[src/rtl/tmhq_pkg.sv]
// ----------------------------------------------------------------------------
// tmhq_pkg
// Shared types and codes for the timer min-heap queue.
// ----------------------------------------------------------------------------
package tmhq_pkg;

  localparam int CAPACITY_DEF = 32;
  localparam int ID_COUNT_DEF = 1024;

  localparam logic [2:0] OP_ADD    = 3'd0;
  localparam logic [2:0] OP_ADJUST = 3'd1;
  localparam logic [2:0] OP_FIRE   = 3'd2;
  localparam logic [2:0] OP_TICK   = 3'd3;
  localparam logic [2:0] OP_CLEAR  = 3'd4;
  localparam logic [2:0] OP_POP    = 3'd5;

  localparam logic [1:0] ST_OK      = 2'd0;
  localparam logic [1:0] ST_FULL    = 2'd1;
  localparam logic [1:0] ST_UNKNOWN = 2'd2;
  localparam logic [1:0] ST_EMPTY   = 2'd3;

  localparam logic KIND_FIRED  = 1'b0;
  localparam logic KIND_REPORT = 1'b1;

  // one heap slot
  typedef struct packed {
    logic [31:0] expiry;
    logic [9:0]  owner;
  } slot_t;

endpackage

[src/rtl/tmhq_cell.sv]
// ----------------------------------------------------------------------------
// tmhq_cell
// One heap slot: holds expiry and owner, loads on a write addressed to it.
// ----------------------------------------------------------------------------
module tmhq_cell #(
  parameter int SW    = 5,
  parameter int INDEX = 0
) (
  input  logic            clk,
  input  logic            wr_en,
  input  logic [SW-1:0]   wr_idx,
  input  tmhq_pkg::slot_t wr_data,
  output tmhq_pkg::slot_t q
);

  always_ff @(posedge clk) begin
    if (wr_en && (wr_idx == SW'(INDEX))) begin
      q <= wr_data;
    end
  end

endmodule

[config.mk]
export PLATFORM = sky130hd
export DESIGN_NAME = tmhq_cell
export DESIGN_NICKNAME = d
export VERILOG_FILES = /design/src/rtl/tmhq_pkg.sv /design/src/rtl/tmhq_cell.sv
export SDC_FILE = /design/constraint.sdc
export NUM_CORES = 1
export LEC_CHECK = 0
export BUFFER_PORTS_ARGS = -buffer_cell sky130_fd_sc_hd__buf_2
export CAP_MARGIN = 40
export CORE_MARGIN = 10
export CORE_UTILIZATION = 44
export CTS_BUF_LIST = sky130_fd_sc_hd__clkbuf_4
export CTS_CLUSTER_DIAMETER = 200
export DETAILED_ROUTE_END_ITERATION = 7
export PLACE_DENSITY_LB_ADDON = 0.2
export REMOVE_ABC_BUFFERS = 1
export SLEW_MARGIN = 40
export SYNTH_ARGS = -nofsm -noshare
export SYNTH_HDL_FRONTEND = slang
export SYNTH_SLANG_ARGS = --single-unit
[constraint.sdc]
create_clock -name clk -period 7.6 [get_ports clk]
set_input_delay 2.28 -clock clk [delete_from_list [all_inputs] [get_ports clk]]
set_output_delay 2.28 -clock clk [all_outputs]
set_load 0.005 [all_outputs]
Word level (Yosys, flattened, before mapping)
Index checks and enable logic that the tools add are counted.
{ "word_totals": {"regBits": 42, "latch_bits": 0, "ramBits": 0, "romBits": 0, "inputBits": 49, "output_inout_bits": 42, "elab_cells": 4, "memories": 0} }
{ "op_classes": {"addsub": 0, "mul": 0, "n_div": 0, "magnitude_cmp": 0, "eq_ne": 0, "shift": 0, "n_mux": 0, "bitwise": 0, "reduce_logical": 2} }
{ "op_table": {"columns": ["operator", "n"], "rows": [
  ["logical NOT 5 bit", 1],
  ["logical AND 1 bit", 1]
]} }

Depth between registers and ports, before layout
{ "logic_depth": {"depth_word": 2, "mapped_depth": 2, "ltp_nobuf": 2} }

Worst setup path before layout
No wires, ideal clock.
{ "synth_timing": {"kind": "input to register", "from": "input port wr_idx[4]", "to": "register q[0] (netlist name), enable pin", "setup_ns": 0.434, "t_arrival_ns": 4.465, "t_required_ns": 7.166, "setup_slack_ns": 2.701, "path_stages": 2, "n_path_buf": 0, "cell_sequence": "or4b_1 nor3_2"} }
{ "synth_via": {"elab_chain_cells": 2} }
{ "synth_rtl": {"columns": ["element", "line", "text"], "rows": [
  ["from (decl)", "tmhq_cell.sv:11", "input logic [SW-1:0] wr_idx,"],
  ["logical NOT 5 bit", "tmhq_cell.sv:17", "if (wr_en && (wr_idx == SW'(INDEX))) begin"],
  ["logical AND 1 bit", "tmhq_cell.sv:17", null],
  ["to (signal assigned)", "tmhq_cell.sv:18", "q <= wr_data;"],
  ["to (decl)", "tmhq_cell.sv:13", "output tmhq_pkg::slot_t q"]
]} }
Every way passes these cells.
A chain may end at the register's enable or synchronous reset.

Worst setup path after layout
{ "layout_timing": {"from": "input port wr_idx[4]", "to": "register q[40] (netlist name), enable pin"} }
The elaborated chain is that of the path after synthesis.

==> impl_metrics.prom <==
# TYPE chip_impl_metric gauge
chip_impl_info{name="status",value="finished clean"} 1
chip_impl_metric{name="tightestPinTransition",unit="ps"} 517
chip_impl_metric{name="yosys_register_bits",unit=""} 42
chip_impl_metric{name="timing_max_transition_violations_final",unit=""} 0
chip_impl_metric{name="yosysWarningCount",unit=""} 0
chip_impl_info{name="most_frequent_cells_in_the_layout",value="90 x buf_2, 42 x edfxtp_1, 6 x clkbuf_4"} 1
chip_impl_metric{name="synthesis.instances",unit=""} 44
chip_impl_metric{name="overall_die_height",unit="um"} 74.0
chip_impl_metric{name="final_antenna_net_count",unit=""} 0
chip_impl_metric{name="postRouteWirelength",unit="um"} 3180
chip_impl_metric{name="first_pass_grt_wire_length",unit="um"} 4730
chip_impl_metric{name="critical_path_required",unit="ps"} 7580
chip_impl_metric{name="vdd_ir_drop_max",unit="mV"} 0.172
chip_impl_info{name="rsz_0062_raised_after_global_routing",value="no"} 1
chip_impl_metric{name="pre_cts_ws",unit="ps"} 3670
chip_impl_metric{name="finalSetupViolations",unit=""} 0
chip_impl_metric{name="globalplace.congestion",unit=""} 0.755
chip_impl_metric{name="pin_count_of_the_biggest_net_entering_global_routing",unit=""} 43
chip_impl_metric{name="antenna_found_initial",unit=""} 0
chip_impl_metric{name="timing.max_cap.violations",unit=""} 0
chip_impl_metric{name="top_level_ports",unit=""} 91
chip_impl_metric{name="rows",unit=""} 19
chip_impl_metric{name="slack_of_the_critical_path",unit="ps"} 4030
chip_impl_metric{name="worst_path_largest_cell_delay",unit="ps"} 570
chip_impl_metric{name="wl_cell",unit="um"} 18.3
chip_impl_info{name="worst_hold_path_type",value="in -> reg"} 1
chip_impl_metric{name="gr-usage-all-layers",unit="%"} 11.8
chip_impl_metric{name="drt_pre_antenna_iters",unit=""} 3
chip_impl_metric{name="hold_buffers",unit=""} 0
chip_impl_metric{name="synth.distinct_cells",unit=""} 3
chip_impl_metric{name="fin_nets",unit=""} 191
chip_impl_metric{name="cp_data_arrival_time",unit="ps"} 3550
chip_impl_metric{name="tritoncts_num_sinks",unit=""} 42
chip_impl_metric{name="fraction_of_layout_instances_using_a_drive_strength_above_1",unit="%"} 69.2
chip_impl_metric{name="cts-resized-gates",unit=""} 0
chip_impl_info{name="biggestRegsByFlops",value="q: 42 flops"} 1
chip_impl_metric{name="pwrdens",unit="nW/um2"} 204
chip_impl_metric{name="die_x",unit="um"} 74.0
chip_impl_metric{name="die-area",unit="um2"} 5470
chip_impl_metric{name="h-tree-depth",unit=""} 2
chip_impl_metric{name="fill_cells",unit=""} 216
chip_impl_metric{name="clock_transition_at_the_register_clock_pins_on_the_worst_setup_and_hold_paths_after_cts",unit="ps"} 110
chip_impl_metric{name="syn_area_per_cell",unit="um2"} 29.1
chip_impl_metric{name="postCtsSetupBuffers",unit=""} 0
chip_impl_metric{name="largest_register_ffs",unit=""} 42
chip_impl_metric{name="vias",unit=""} 786
chip_impl_metric{name="antenna-diode-count",unit=""} 0
chip_impl_metric{name="achievable-frequency",unit="GHz"} 0.280
chip_impl_info{name="regMostFlops",value="q"} 1
chip_impl_metric{name="syn_to_final_growth",unit="%"} 43.5
chip_impl_metric{name="worst_slew_slack_as_a_fraction_of_its_limit",unit="%"} 65.5
chip_impl_metric{name="synth_seq_area_share",unit="%"} 98.4
chip_impl_metric{name="worstPathMaxFanout",unit=""} 42
chip_impl_metric{name="cts_max_path_buffers",unit=""} 2
chip_impl_info{name="critical_path.endpoint_type",value="flip-flop"} 1
chip_impl_metric{name="setup-tns-final",unit="ps"} 0
chip_impl_metric{name="timing.final.crit_period",unit="ps"} 3570
chip_impl_info{name="setup.worst_path.class",value="in -> reg"} 1
chip_impl_metric{name="routed_via_density",unit=""} 4.52
chip_impl_metric{name="globalRoute.totalOverflow",unit=""} 0
chip_impl_metric{name="initial_core_util",unit="%"} 46.1
chip_impl_metric{name="cp.buffers_inverters",unit=""} 2
chip_impl_metric{name="hold_viol_final",unit=""} 0
chip_impl_metric{name="power.total",unit="mW"} 0.376
chip_impl_metric{name="buffer_ports.inserted",unit=""} 90
chip_impl_metric{name="tritoncts.num_buffers",unit=""} 5
chip_impl_info{name="critical-path-slowest-cell",value="or4b_1"} 1
chip_impl_metric{name="core_area",unit="um2"} 2780
chip_impl_metric{name="fin_crit_sh",unit="%"} 47.0
chip_impl_metric{name="grt_pass1_vias",unit=""} 862
chip_impl_info{name="layout.cells.most_common",value="buf_2"} 1
chip_impl_info{name="setup.worst_path.start_class",value="input port"} 1
chip_impl_info{name="clock_tree.root_cell",value="clkbuf_4"} 1
chip_impl_metric{name="synth_area",unit="um2"} 1280
chip_impl_info{name="critPathTopFamily",value="simple AND/OR/NAND/NOR gates"} 1
chip_impl_info{name="cts_tree",value="yes"} 1
chip_impl_metric{name="drt_iter0_markers",unit=""} 30
chip_impl_metric{name="static_leak",unit="nW"} 0.778
chip_impl_info{name="crit_chain",value="buf_2 > or4b_1 > nor3_4 > buf_4"} 1
chip_impl_metric{name="drt_drc_violations_left",unit=""} 0
## cells by family (layout without fill, tap and decap cells)
| group | Yosys count | in the layout | synth area share [%] |
|---|---|---|---|
| and+or+nand+nor | 2 | 2 | 1.56 |
| DFF | 42 | 42 | 98.4 |
| buffers and inverters | 0 | 99 | 0 |
## where the power goes
| group | internal [mW] | switching, mW | leakage [nW] |
|---|---|---|---|
| clock network | 0.0384 | 0.0636 | 0.0331 |
| logic | 0.0102 | 0.00563 | 0.366 |
| registers | 0.257 | 0.000516 | 0.378 |
| total | 0.306 | 0.0697 | 0.778 |
## synthesized netlist by cell type, drive strengths merged
library cell,count,area [um2]
edfxtp,42,1260
nor3,1,10.0
or4b,1,10.0
## stage by stage
stage               cell area (um2)  instances  hold WS, ps  utilization, %
global placement               1780        166         2460            64.1
CTS                            1840        174         2100            66.1
floorplan                      1280         44         2380               -
detailed placement             1780        166         2460            64.1
finish                         1840        174         2120            66.1
global route                   1840        174         2080            66.1
## metal layers
| layer | part of all wire, % | GRT usage [%] |
|---|---|---|
| met1 | 30 | 10.9 |
| met2 | 56 | 21.3 |
| met3 | 12 | 5.59 |
| met4 | 2.0 | 5.80 |
| met5 | 0 | 0 |
## final timing paths
path                 to  cells past startpoint        start  slack [ps]
setup / recovery  q[40]                      4    wr_idx[4]        4030
hold / removal    q[10]                      1  wr_data[10]        2120
## area by class of cell
cell class	count	area [um2]	area share [%]
tap	31	38.8	2.11
clock inverter	2	8.76	0.477
clock buffer	6	45.0	2.45
sequential	42	1260	68.6
multi-input combinational	2	26.3	1.43
timing repair buffer	91	458	24.9
No activity file was read; power rests on OpenSTA's default activity.
